## src/design/hcr_pkg.sv

```systemverilog
// Shared types, codes and result builders for the HEVC configuration record parser.
// No dependencies; used by every module of the block.
package hcr_pkg;

  localparam int unsigned MaxResults = 4;
  localparam logic [4:0] MinRecordLastIdx = 5'd22;  // index of the 23rd record byte

  typedef enum logic [2:0] {
    PH_HEADER   = 3'd0,
    PH_ARR_TYPE = 3'd1,
    PH_NUM_HI   = 3'd2,
    PH_NUM_LO   = 3'd3,
    PH_LEN_HI   = 3'd4,
    PH_LEN_LO   = 3'd5,
    PH_PAYLOAD  = 3'd6,
    PH_DONE     = 3'd7
  } phase_t;

  localparam logic [1:0] KIND_FIELD   = 2'd0;
  localparam logic [1:0] KIND_PAYLOAD = 2'd1;
  localparam logic [1:0] KIND_STATUS  = 2'd2;

  localparam logic [1:0] ST_OK    = 2'd0;
  localparam logic [1:0] ST_SHORT = 2'd1;
  localparam logic [1:0] ST_TRUNC = 2'd2;

  localparam logic [1:0] CLASS_OTHER = 2'd3;

  typedef struct packed {
    logic [1:0]  kind;
    logic [4:0]  field_id;
    logic [47:0] field_value;
    logic [1:0]  set_class;
    logic [7:0]  payload_byte;
    logic        unit_first;
    logic        unit_last;
    logic [1:0]  status;
    logic        last_of_run;
  } res_t;

  typedef struct packed {
    res_t [MaxResults-1:0] res;
    logic [2:0]            count;
  } batch_t;

  function automatic res_t mk_field(logic [4:0] id, logic [47:0] val);
    res_t r;
    r             = '0;
    r.kind        = KIND_FIELD;
    r.field_id    = id;
    r.field_value = val;
    return r;
  endfunction

  function automatic res_t mk_status(logic [1:0] st);
    res_t r;
    r        = '0;
    r.kind   = KIND_STATUS;
    r.status = st;
    return r;
  endfunction

  function automatic res_t mk_payload(logic [1:0] cls, logic [7:0] b, logic first,
                                      logic last);
    res_t r;
    r              = '0;
    r.kind         = KIND_PAYLOAD;
    r.set_class    = cls;
    r.payload_byte = b;
    r.unit_first   = first;
    r.unit_last    = last;
    return r;
  endfunction

  // Append one result; drop it when the batch is already full.
  function automatic batch_t push_res(batch_t bt, res_t r);
    batch_t o;
    o = bt;
    if (bt.count < 3'(MaxResults)) begin
      o.res[bt.count[1:0]] = r;
      o.count              = bt.count + 3'd1;
    end
    return o;
  endfunction

endpackage

```

## src/design/hevc_config_record_parser.sv

```systemverilog
// Top level of the HEVC decoder configuration record parser.
// Depends on hcr_pkg, hcr_parse and hcr_out_buf.
//
// Usage:
//   Input stream: one record byte per beat on in_tdata[7:0]; in_tlast marks the
//   last byte of the supplied buffer and closes the record (status is reported,
//   then the parser starts over on the next byte).
//   Output stream: one result per beat. out_tuser is the result kind (header
//   field, parameter-set payload byte, record status); out_tlast marks the final
//   result caused by one input byte. Bytes that cause no result give no beat.
//   The results of a byte are presented from the result register, which takes
//   the byte's batch from the input register once the result register is free.
//   Throughput: one byte per cycle while each byte causes at most one result
//   and the receiver takes every beat. A byte causing several results holds
//   the result register, and the next byte waits, until its last result is
//   taken; only header bytes 2 and 22, a payload byte that completes the record
//   and an end byte that adds a status to other results give more than one result.
//   Receiver stall: held results stay on the port; the input register fills and
//   in_tready drops until the result register drains.
//   Reset (rst_n low, synchronous): parser returns to the header phase and all
//   held bytes and results are discarded.
module hevc_config_record_parser
  import hcr_pkg::*;
(
  input  logic        clk,
  input  logic        rst_n,
  input  logic        in_tvalid,
  output logic        in_tready,
  input  logic [7:0]  in_tdata,   // [7:0] in_byte
  input  logic        in_tlast,   // end_of_buffer
  output logic        out_tvalid,
  input  logic        out_tready,
  output logic [71:0] out_tdata,  // [4:0] field_id, [52:5] field_value, [54:53] set_class,
                                  // [62:55] payload_byte, [63] unit_first, [64] unit_last,
                                  // [66:65] status, [71:67] zero
  output logic [1:0]  out_tuser,  // [1:0] kind
  output logic        out_tlast   // last_of_run
);

  logic       in_vld_r;
  logic [7:0] in_byte_r;
  logic       in_end_r;
  logic       buf_free;
  logic       advance;
  batch_t     batch;
  res_t       res;

  assign advance   = in_vld_r && buf_free;
  assign in_tready = !in_vld_r || advance;

  always_ff @(posedge clk) begin
    if (!rst_n) begin
      in_vld_r <= 1'b0;
    end else if (in_tvalid && in_tready) begin
      in_vld_r <= 1'b1;
    end else if (advance) begin
      in_vld_r <= 1'b0;
    end
  end

  always_ff @(posedge clk) begin
    if (in_tvalid && in_tready) begin
      in_byte_r <= in_tdata;
      in_end_r  <= in_tlast;
    end
  end

  hcr_parse u_parse (
    .clk       (clk),
    .rst_n     (rst_n),
    .step      (advance),
    .item_byte (in_byte_r),
    .item_end  (in_end_r),
    .batch     (batch)
  );

  hcr_out_buf u_out_buf (
    .clk     (clk),
    .rst_n   (rst_n),
    .load    (advance),
    .batch   (batch),
    .free    (buf_free),
    .res_vld (out_tvalid),
    .res_rdy (out_tready),
    .res     (res)
  );

  assign out_tdata = {5'd0, res.status, res.unit_last, res.unit_first, res.payload_byte,
                      res.set_class, res.field_value, res.field_id};
  assign out_tuser = res.kind;
  assign out_tlast = res.last_of_run;

endmodule

```

## src/design/hcr_parse.sv

```systemverilog
// Record parser state and single-step logic: one byte in, a batch of up to four results out.
// Depends on hcr_pkg.
module hcr_parse
  import hcr_pkg::*;
(
  input  logic       clk,
  input  logic       rst_n,
  input  logic       step,
  input  logic [7:0] item_byte,
  input  logic       item_end,
  output batch_t     batch
);

  phase_t      phase_r, phase_nxt;
  logic [4:0]  byte_count_r, byte_count_nxt;
  logic [47:0] field_accum_r, field_accum_nxt;
  logic [7:0]  arrays_left_r, arrays_left_nxt;
  logic [15:0] units_left_r, units_left_nxt;
  logic [15:0] unit_bytes_left_r, unit_bytes_left_nxt;
  logic [1:0]  cur_class_r, cur_class_nxt;
  logic [7:0]  high_len_r, high_len_nxt;
  logic        first_pend_r, first_pend_nxt;

  always_comb begin
    batch_t      bt;
    logic        done_now;
    logic        pay_last;
    logic        do_reset;
    logic [47:0] acc;
    logic [5:0]  t;
    logic [7:0]  arr_dec;
    logic [15:0] unit_dec;
    logic [15:0] len;

    bt                  = '0;
    done_now            = 1'b0;
    pay_last            = 1'b0;
    do_reset            = 1'b0;
    acc                 = {field_accum_r[39:0], item_byte};
    t                   = item_byte[5:0];
    arr_dec             = arrays_left_r - 8'd1;
    unit_dec            = units_left_r - 16'd1;
    len                 = {high_len_r, item_byte};
    phase_nxt           = phase_r;
    byte_count_nxt      = byte_count_r;
    field_accum_nxt     = field_accum_r;
    arrays_left_nxt     = arrays_left_r;
    units_left_nxt      = units_left_r;
    unit_bytes_left_nxt = unit_bytes_left_r;
    cur_class_nxt       = cur_class_r;
    high_len_nxt        = high_len_r;
    first_pend_nxt      = first_pend_r;

    case (phase_r)
      PH_HEADER: begin
        if (item_end && byte_count_r < MinRecordLastIdx) begin
          bt       = push_res(bt, mk_status(ST_SHORT));
          do_reset = 1'b1;
        end else begin
          field_accum_nxt = acc;
          // byte positions within the fixed part of the record
          case (byte_count_r)
            5'd0: bt = push_res(bt, mk_field(5'd0, {40'd0, item_byte}));
            5'd1: begin
              bt = push_res(bt, mk_field(5'd1, {46'd0, item_byte[7:6]}));
              bt = push_res(bt, mk_field(5'd2, {47'd0, item_byte[5]}));
              bt = push_res(bt, mk_field(5'd3, {43'd0, item_byte[4:0]}));
            end
            5'd5:  bt = push_res(bt, mk_field(5'd4, {16'd0, acc[31:0]}));
            5'd11: bt = push_res(bt, mk_field(5'd5, acc));
            5'd12: bt = push_res(bt, mk_field(5'd6, {40'd0, item_byte}));
            5'd14: bt = push_res(bt, mk_field(5'd7, {36'd0, acc[11:0]}));
            5'd15: bt = push_res(bt, mk_field(5'd8, {46'd0, item_byte[1:0]}));
            5'd16: bt = push_res(bt, mk_field(5'd9, {46'd0, item_byte[1:0]}));
            5'd17: bt = push_res(bt, mk_field(5'd10, {45'd0, item_byte[2:0]}));
            5'd18: bt = push_res(bt, mk_field(5'd11, {45'd0, item_byte[2:0]}));
            5'd20: bt = push_res(bt, mk_field(5'd12, {32'd0, acc[15:0]}));
            5'd21: begin
              bt = push_res(bt, mk_field(5'd13, {46'd0, item_byte[7:6]}));
              bt = push_res(bt, mk_field(5'd14, {45'd0, item_byte[5:3]}));
              bt = push_res(bt, mk_field(5'd15, {47'd0, item_byte[2]}));
              bt = push_res(bt, mk_field(5'd16, {46'd0, item_byte[1:0]}));
            end
            5'd22: begin
              arrays_left_nxt = item_byte;
              field_accum_nxt = '0;
              if (item_byte == 8'd0) begin
                done_now = 1'b1;
              end else begin
                phase_nxt = PH_ARR_TYPE;
              end
            end
            default: ;
          endcase
          if (bt.count != 3'd0) begin
            field_accum_nxt = '0;
          end
          if (byte_count_r != 5'd31) begin
            byte_count_nxt = byte_count_r + 5'd1;
          end
        end
      end
      PH_ARR_TYPE: begin
        if (t inside {[6'd32:6'd34]}) begin
          cur_class_nxt = 2'(t - 6'd32);
        end else begin
          cur_class_nxt = CLASS_OTHER;
        end
        phase_nxt = PH_NUM_HI;
      end
      PH_NUM_HI: begin
        high_len_nxt = item_byte;
        phase_nxt    = PH_NUM_LO;
      end
      PH_NUM_LO: begin
        units_left_nxt = len;
        if (len == 16'd0) begin
          arrays_left_nxt = arr_dec;
          if (arr_dec == 8'd0) done_now = 1'b1;
          else                 phase_nxt = PH_ARR_TYPE;
        end else begin
          phase_nxt = PH_LEN_HI;
        end
      end
      PH_LEN_HI: begin
        high_len_nxt = item_byte;
        phase_nxt    = PH_LEN_LO;
      end
      PH_LEN_LO: begin
        unit_bytes_left_nxt = len;
        if (len == 16'd0) begin
          units_left_nxt = unit_dec;
          if (unit_dec == 16'd0) begin
            arrays_left_nxt = arr_dec;
            if (arr_dec == 8'd0) done_now = 1'b1;
            else                 phase_nxt = PH_ARR_TYPE;
          end else begin
            phase_nxt = PH_LEN_HI;
          end
        end else begin
          phase_nxt      = PH_PAYLOAD;
          first_pend_nxt = 1'b1;
        end
      end
      PH_PAYLOAD: begin
        pay_last = (unit_bytes_left_r <= 16'd1);
        if (cur_class_r != CLASS_OTHER) begin
          bt = push_res(bt, mk_payload(cur_class_r, item_byte, first_pend_r, pay_last));
        end
        first_pend_nxt      = 1'b0;
        unit_bytes_left_nxt = pay_last ? 16'd0 : unit_bytes_left_r - 16'd1;
        if (pay_last) begin
          units_left_nxt = unit_dec;
          if (unit_dec == 16'd0) begin
            arrays_left_nxt = arr_dec;
            if (arr_dec == 8'd0) done_now = 1'b1;
            else                 phase_nxt = PH_ARR_TYPE;
          end else begin
            phase_nxt = PH_LEN_HI;
          end
        end
      end
      default: ;
    endcase

    if (!do_reset) begin
      if (done_now) begin
        bt        = push_res(bt, mk_status(ST_OK));
        phase_nxt = PH_DONE;
      end
      if (item_end) begin
        if (phase_nxt != PH_DONE) begin
          bt = push_res(bt, mk_status(ST_TRUNC));
        end
        do_reset = 1'b1;
      end
    end

    if (do_reset) begin
      phase_nxt           = PH_HEADER;
      byte_count_nxt      = '0;
      field_accum_nxt     = '0;
      arrays_left_nxt     = '0;
      units_left_nxt      = '0;
      unit_bytes_left_nxt = '0;
      cur_class_nxt       = '0;
      high_len_nxt        = '0;
      first_pend_nxt      = 1'b0;
    end

    // mark the final result of this byte
    if (bt.count != 3'd0) begin
      bt.res[2'(bt.count - 3'd1)].last_of_run = 1'b1;
    end
    batch = bt;
  end

  always_ff @(posedge clk) begin
    if (!rst_n) begin
      phase_r           <= PH_HEADER;
      byte_count_r      <= '0;
      field_accum_r     <= '0;
      arrays_left_r     <= '0;
      units_left_r      <= '0;
      unit_bytes_left_r <= '0;
      cur_class_r       <= '0;
      high_len_r        <= '0;
      first_pend_r      <= 1'b0;
    end else if (step) begin
      phase_r           <= phase_nxt;
      byte_count_r      <= byte_count_nxt;
      field_accum_r     <= field_accum_nxt;
      arrays_left_r     <= arrays_left_nxt;
      units_left_r      <= units_left_nxt;
      unit_bytes_left_r <= unit_bytes_left_nxt;
      cur_class_r       <= cur_class_nxt;
      high_len_r        <= high_len_nxt;
      first_pend_r      <= first_pend_nxt;
    end
  end

endmodule

```

## src/design/hcr_out_buf.sv

```systemverilog
// Result register: holds one batch of up to four results and hands them out one beat at a time.
// Depends on hcr_pkg.
module hcr_out_buf
  import hcr_pkg::*;
(
  input  logic   clk,
  input  logic   rst_n,
  input  logic   load,
  input  batch_t batch,
  output logic   free,
  output logic   res_vld,
  input  logic   res_rdy,
  output res_t   res
);

  res_t [MaxResults-1:0] res_r;
  logic [1:0]            rd_idx_r, rd_idx_nxt;
  logic [2:0]            cnt_r, cnt_nxt;

  assign res_vld = (cnt_r != 3'd0);
  assign res     = res_r[rd_idx_r];
  // free when empty, or when the last held beat leaves this cycle
  assign free    = (cnt_r == 3'd0) || (cnt_r == 3'd1 && res_rdy);

  always_comb begin
    rd_idx_nxt = rd_idx_r;
    cnt_nxt    = cnt_r;
    if (load) begin
      rd_idx_nxt = '0;
      cnt_nxt    = batch.count;
    end else if (res_vld && res_rdy) begin
      rd_idx_nxt = rd_idx_r + 2'd1;
      cnt_nxt    = cnt_r - 3'd1;
    end
  end

  always_ff @(posedge clk) begin
    if (!rst_n) begin
      rd_idx_r <= '0;
      cnt_r    <= '0;
    end else begin
      rd_idx_r <= rd_idx_nxt;
      cnt_r    <= cnt_nxt;
    end
  end

  always_ff @(posedge clk) begin
    if (load) begin
      res_r <= batch.res;
    end
  end

endmodule
```

## config.mk

```make
export PLATFORM = sky130hd
export DESIGN_NAME = hevc_config_record_parser
export DESIGN_NICKNAME = d
export VERILOG_FILES = /design/src/design/hcr_pkg.sv /design/src/design/hevc_config_record_parser.sv /design/src/design/hcr_parse.sv /design/src/design/hcr_out_buf.sv
export SDC_FILE = /design/constraint.sdc
export NUM_CORES = 1
export LEC_CHECK = 0
export ABC_AREA = 1
export ABC_CLOCK_PERIOD_IN_PS = 4000
export BUFFER_PORTS_ARGS = -buffer_cell sky130_fd_sc_hd__buf_2
export CORE_MARGIN = 2
export CORE_UTILIZATION = 55
export DETAILED_ROUTE_END_ITERATION = 16
export PLACE_DENSITY_LB_ADDON = 0.08
export RECOVER_POWER = 25
export SLEW_MARGIN = 15
export SYNTH_ARGS = -nofsm -noshare
export SYNTH_HDL_FRONTEND = slang
export SYNTH_SLANG_ARGS = --single-unit
```

## constraint.sdc

```tcl
create_clock -name clk -period 4 [get_ports clk]
set_input_delay 0.6 -clock clk [delete_from_list [all_inputs] [get_ports clk]]
set_output_delay 0.6 -clock clk [all_outputs]
set_load 0.005 [all_outputs]
```

---- Word-level counts from Yosys, hierarchy flattened ----
Index checks and enable logic that the tools add are counted.
cells by class
  add/sub/neg operators ................... 15
  $lt $le $gt $ge ......................... 28
  equality and inequality tests ........... 29
  muxes and demuxes ....................... 120
  bitwise logic cells ..................... 7
  reduce and logical (&&, ||, !) cells .... 46
operator list
  kind                                                 number
  2-to-1 mux 283 bit                                   24
  case mux 283 bit (12 select lines)                   1
  bitwise mux 280 bit                                  6
  demux 70 bit (select 2 bit)                          8
  case mux 283 bit (2 select lines)                    1
  2-to-1 mux 70 bit                                    8
  2-to-1 mux 73 bit                                    6
  2-to-1 mux 280 bit                                   1
  AND 276 bit                                          1
  NOT 276 bit                                          1
  AND 272 bit                                          1
  NOT 272 bit                                          1
  2-to-1 mux 40 bit                                    5
  binary-select mux 70 bit (select 2 bit)              1
  2-to-1 mux 16 bit                                    5
  2-to-1 mux 72 bit                                    1
  2-to-1 mux 8 bit                                     9
  case mux 16 bit (3 select lines)                     1
  2-to-1 mux 3 bit                                     14
  zero test 16 bit                                     2
  case mux 16 bit (2 select lines)                     1
  case mux 8 bit (4 select lines)                      1
  subtractor 16 x 1 -> 16 bit (second input constant)  2
  == test 5 bit (second input constant)                6
  other kinds (48)                                     138
word-level totals
  flip-flop bits (word level) ............. 394
  bits of input ports ..................... 13
  output and inout port bits .............. 77
  logic and storage cells ................. 295

---- Logic depth before layout (Yosys ltp) ----
  depth in word-level cells ............... 59
  mapped depth ............................ 23
  depth with buffers taken out ............ 22

---- Modules after synthesis ----
A second synthesis with hierarchy kept.
unflattened totals
  cell total of the unflattened synthesis .. 2,048
  area, all modules ....................... 19,248.5 sq um
by module, submodules not included
  module                     instances  cells an instance  area an instance (sq um)  sequential area each (sq um)
  hcr_out_buf                1          725                10,721.5                  8,508.2
  hcr_parse                  1          1,299              8,156.6                   1,981.9
  hevc_config_record_parser  1          24                 370.4                     290.3

---- Worst setup path before layout ----
No wires, ideal clock.
  path type ............................... input to register
  from .................................... in out_tready
  to ...................................... reg u_parse.byte_count_r[3]
  setup time .............................. 0.121 ns
  arrival time ............................ 4.109 ns
  required time ........................... 3.879 ns
  path slack .............................. -0.230 ns
  cell stages on the path ................. 10
  buffers on the path ..................... 0
  path through ............................ a21o_1 -> nand3_1 -> inv_1 -> o21ai_1 -> a21oi_1 -> inv_1 -> nor2_1 -> nand3_1 -> xor2_1 -> nor2_1
on the way
  cells in the longest elaborated chain, start to end .. 4
ends and longest elaborated chain
  element                        RTL line                         RTL
  start: declaration             hevc_config_record_parser.sv:32  input logic out_tready,
  logical AND 1 bit              hcr_out_buf.sv:23                assign free = (cnt_r == 3'd0) || (cnt_r == 3'd1 && res_rdy);
  logical OR 1 bit               hcr_out_buf.sv:23
  logical AND 1 bit              hevc_config_record_parser.sv:48  assign advance = in_vld_r && buf_free;
  via advance                    hevc_config_record_parser.sv:44  logic advance;
  AND reduction 4 bit (no line)  --
  end signal: assignment         hcr_parse.sv:211                 byte_count_r <= byte_count_nxt;
  end: declaration               hcr_parse.sv:15                  logic [4:0] byte_count_r, byte_count_nxt;
The timed path passes the listed nets, and every way through them passes these cells.
A chain may end at the register's enable or synchronous reset.

==> metrics.txt <==
largest family of logic cells by synthesized area simple AND/OR/NAND/NOR gates; number of global-route vias before repair 8564; Post-Synthesis Cells 1385; Yosys cell types 57; Critical Path Sink Type flip-flop; setup violators final 0; # DRC 0; dpl hpwl 19.5 mm; Die Height 145 um; critical-path cell list inv_1, o21ai_0, a21oi_1, nor2_1, inv_1, nor2_1, inv_2, nand3_1, nand2_1, inv_1, ha_1, nand2_4, nand2_8, nand2_4, nand2_4, nor2_1; clk buf depth 3; Least-Margin Pin Slew 1.78 ns; xor/xnor cell area share of the yosys netlist 1.19%; H-tree depth 1; Slew Limit Fails 48; Net Sw Frac 36.4%; Hold Buf Count CTS 0; worst path arrival time 3.74 ns; Num CTS Buffers 23; drt wl/cell 16.0 um; FF-to-FF End u_out_buf.res_r[28]$_DFFE_PP_; final wirelength 27.7 mm; Final Power 7.37 mW; placed cells 1694; Tmin final 3.48 ns; Detail Route Antenna Nets 0; CTS root buf clkbuf_16; Post-CTS Resized 0; Hold Crit Start in_tdata[3]; worst skew pair latency 0.53 ns; leading area contributor after synthesis edfxtp_1; Cell Rows 51; clock sinks 207; post-route insts no fill 1736; Syn Area/Cell 7.89 um^2; period utilization 87.1%; maximum VDD drop 0.439 mV; core box area 19500 um^2; die width 145 um; area fraction of the dominant cell type after synthesis 28.0%; critical path class reg2reg; clock-pin slew on the worst setup and hold paths 0.06 ns; GRT Total Usage 25.8%; Slew headroom -18.7%; CP delay by family, top simple AND/OR/NAND/NOR gates; largest net degree at the start of global routing 65; worst path bufs/invs 4; Vias/cell 5.43; critical path's largest stage delay 0.44 ns; leakage power 5.15 nW; simple-gate share of the synthesized area 27.6%; number of I/O pins 90; first-pass GRT wire length 44.6 mm; cell area after synthesis 10900 um^2; worst hold margin 0.247 ns; most frequent cells after synthesis 307 x nand2_1, 204 x nor2_1, 151 x inv_1, 105 x dfxtp_1, 102 x edfxtp_1; Final Hold Viols 0; type of origin of the critical path flip-flop; Clk pwr share 29.4%; dominant synthesized flop cell dfxtp_1; mux cell area share after synthesis 0%; RSZ-0062 raised after global routing no; outcome complete, but fails checks; CTS tree yes; GPL Wtd Cong 0.973; Hold Path Depth 1; failing checks capacitance limit, slew limit; synthesized-area fraction occupied by ao, oa, aoi and oai cells 12.7%; hold endpoint in_byte_r[3]$_DFFE_PP_; Seq pwr share 37.4%; adder-cell share of the synthesized area 2.63%; share of flip-flops with an asynchronous set or reset 0%; post-route cell area 12300 um^2; number of flops mapped to enable cells by yosys 102; Iteration-0 DRC Markers 768; Post-CTS Setup Repair Bufs 0; Max Cap Viol 1; Worst EP required 4.26 ns; sequential area share after synthesis 47.2%; Worst Reg2Reg Path Length in Cells 16; Initial Util 56.2%; HP Class in2reg; critical path peak fanout 15; port buffer count 84; antenna violations before repair 0; Synth warnings 0; total grt overflow 0; diode count 0; fin nets 1490; R2R Setup Slk 0.52 ns; post-route setup TNS 0 ns; placed instance area 11500 um^2; flop and latch count out of synthesis 207; Psw 2.68 mW; Power Dens Cells 599 nW/um^2; Gate power share 33.2%; FMAX 0.287 GHz; Area growth syn-to-layout 12.5%; worst flop-to-flop path startpoint u_parse.byte_count_r[2]$_SDFFE_PN0P_; Die ar. 21000 um^2; vias post-DR 9419; top-count cell post-synth nand2_1; CP max stage cell dfxtp_1; Pint 4.68 mW; drt pass-1 iters 5; top cells by area, synth edfxtp_1 28%, dfxtp_1 19%, nand2_1 11%; share of layout cells above drive strength 1 14.3%; clock skew 0.0150 ns
-- routing by layer --
metal	part of all wire [%]	GRT usage [%]	routed length, um
met4	3.2	8.37	884
met3	6.5	3.43	1810
met2	45	41.1	12400
met1	46	36.6	12700
met5	0	0	0
-- layout by cell type (no fill, tap or decap), types with 7 or more instances in the layout --
cell type	synthesis	routed
nand2_1	307	307
nor2_1	204	206
inv_1	151	152
dfxtp_1	105	104
edfxtp_1	102	102
a21oi_1	97	97
buf_2	3	82
nand3_1	59	59
o21ai_0	50	51
a211oi_1	25	25
clkbuf_16	0	24
nor3_1	23	23
ha_1	23	23
nand4_1	21	21
a221oi_1	21	21
inv_2	20	18
nor2_2	17	16
buf_4	9	13
nor2_4	13	12
xor2_1	10	10
clkbuf_1	39	9
nand2_2	8	8
nand2_4	7	7
-- flip-flops by register name (all words and copies together) (netlist names) --
name and flops:
in_byte_r 8, in_end_r 1, in_vld_r 1, u_out_buf.cnt_r 3, u_out_buf.rd_idx_r 2, u_out_buf.res_r 93, u_parse.arrays_left_r 8, u_parse.byte_count_r 5
u_parse.cur_class_r 2, u_parse.field_accum_r 40, u_parse.first_pend_r 1, u_parse.high_len_r 8, u_parse.phase_r 3, u_parse.unit_bytes_left_r 16, u_parse.units_left_r 16
-- cell type report --
cell class | count | area, um^2
clock buffers | 33 | 664
repair buffers | 99 | 524
flip-flops and latches | 207 | 5170
well taps | 265 | 332
multi-input cells | 950 | 4850
clock inverters | 9 | 113
fillers | 1722 | 7160
inverters | 173 | 656
-- worst max-delay path by stage --
stage                                                     from                                    to  cells after the start
after floorplan                                     out_tready  u_parse.byte_count_r[3]$_SDFFE_PN0P_                     10
after global placement    u_parse.byte_count_r[0]$_SDFFE_PN0P_         u_out_buf.res_r[28]$_DFFE_PP_                     21
after detailed placement  u_parse.byte_count_r[0]$_SDFFE_PN0P_         u_out_buf.res_r[28]$_DFFE_PP_                     21
after CTS                 u_parse.byte_count_r[0]$_SDFFE_PN0P_         u_out_buf.res_r[28]$_DFFE_PP_                     21
after global routing      u_parse.byte_count_r[2]$_SDFFE_PN0P_         u_out_buf.res_r[21]$_DFFE_PP_                     16
final                     u_parse.byte_count_r[2]$_SDFFE_PN0P_         u_out_buf.res_r[28]$_DFFE_PP_                     16
-- power groups by stage --
stage / clock [mW] / sequential (mW) / combinational [mW]
2_1_floorplan: 0 / 2.74 / 1.74
3_3_place_gp: 0 / 2.79 / 2.42
3_5_place_dp: 0 / 2.79 / 2.44
4_1_cts: 2.19 / 2.75 / 2.45
5_1_grt: 2.26 / 2.78 / 2.74
6_report: 2.16 / 2.75 / 2.45
-- stage by stage --
| step | worst slack [ns] | utilization [%] |
|---|---|---|
| global route | 0.164 | 63.2 |
| global placement | 0.706 | 59.3 |
| CTS | 0.632 | 63.3 |
| detailed placement | 0.645 | 59.3 |
| floorplan | 0.531 | - |
| finish | 0.518 | 63.2 |
-- kinds of logic after synthesis --
family | count (synthesis)
fa+ha+maj | 23
compound gates | 232
simple gates | 676
other cells | 1
buf+inv | 232
xor+xnor | 14
flops | 207
Power figures use the tool's default switching activity.
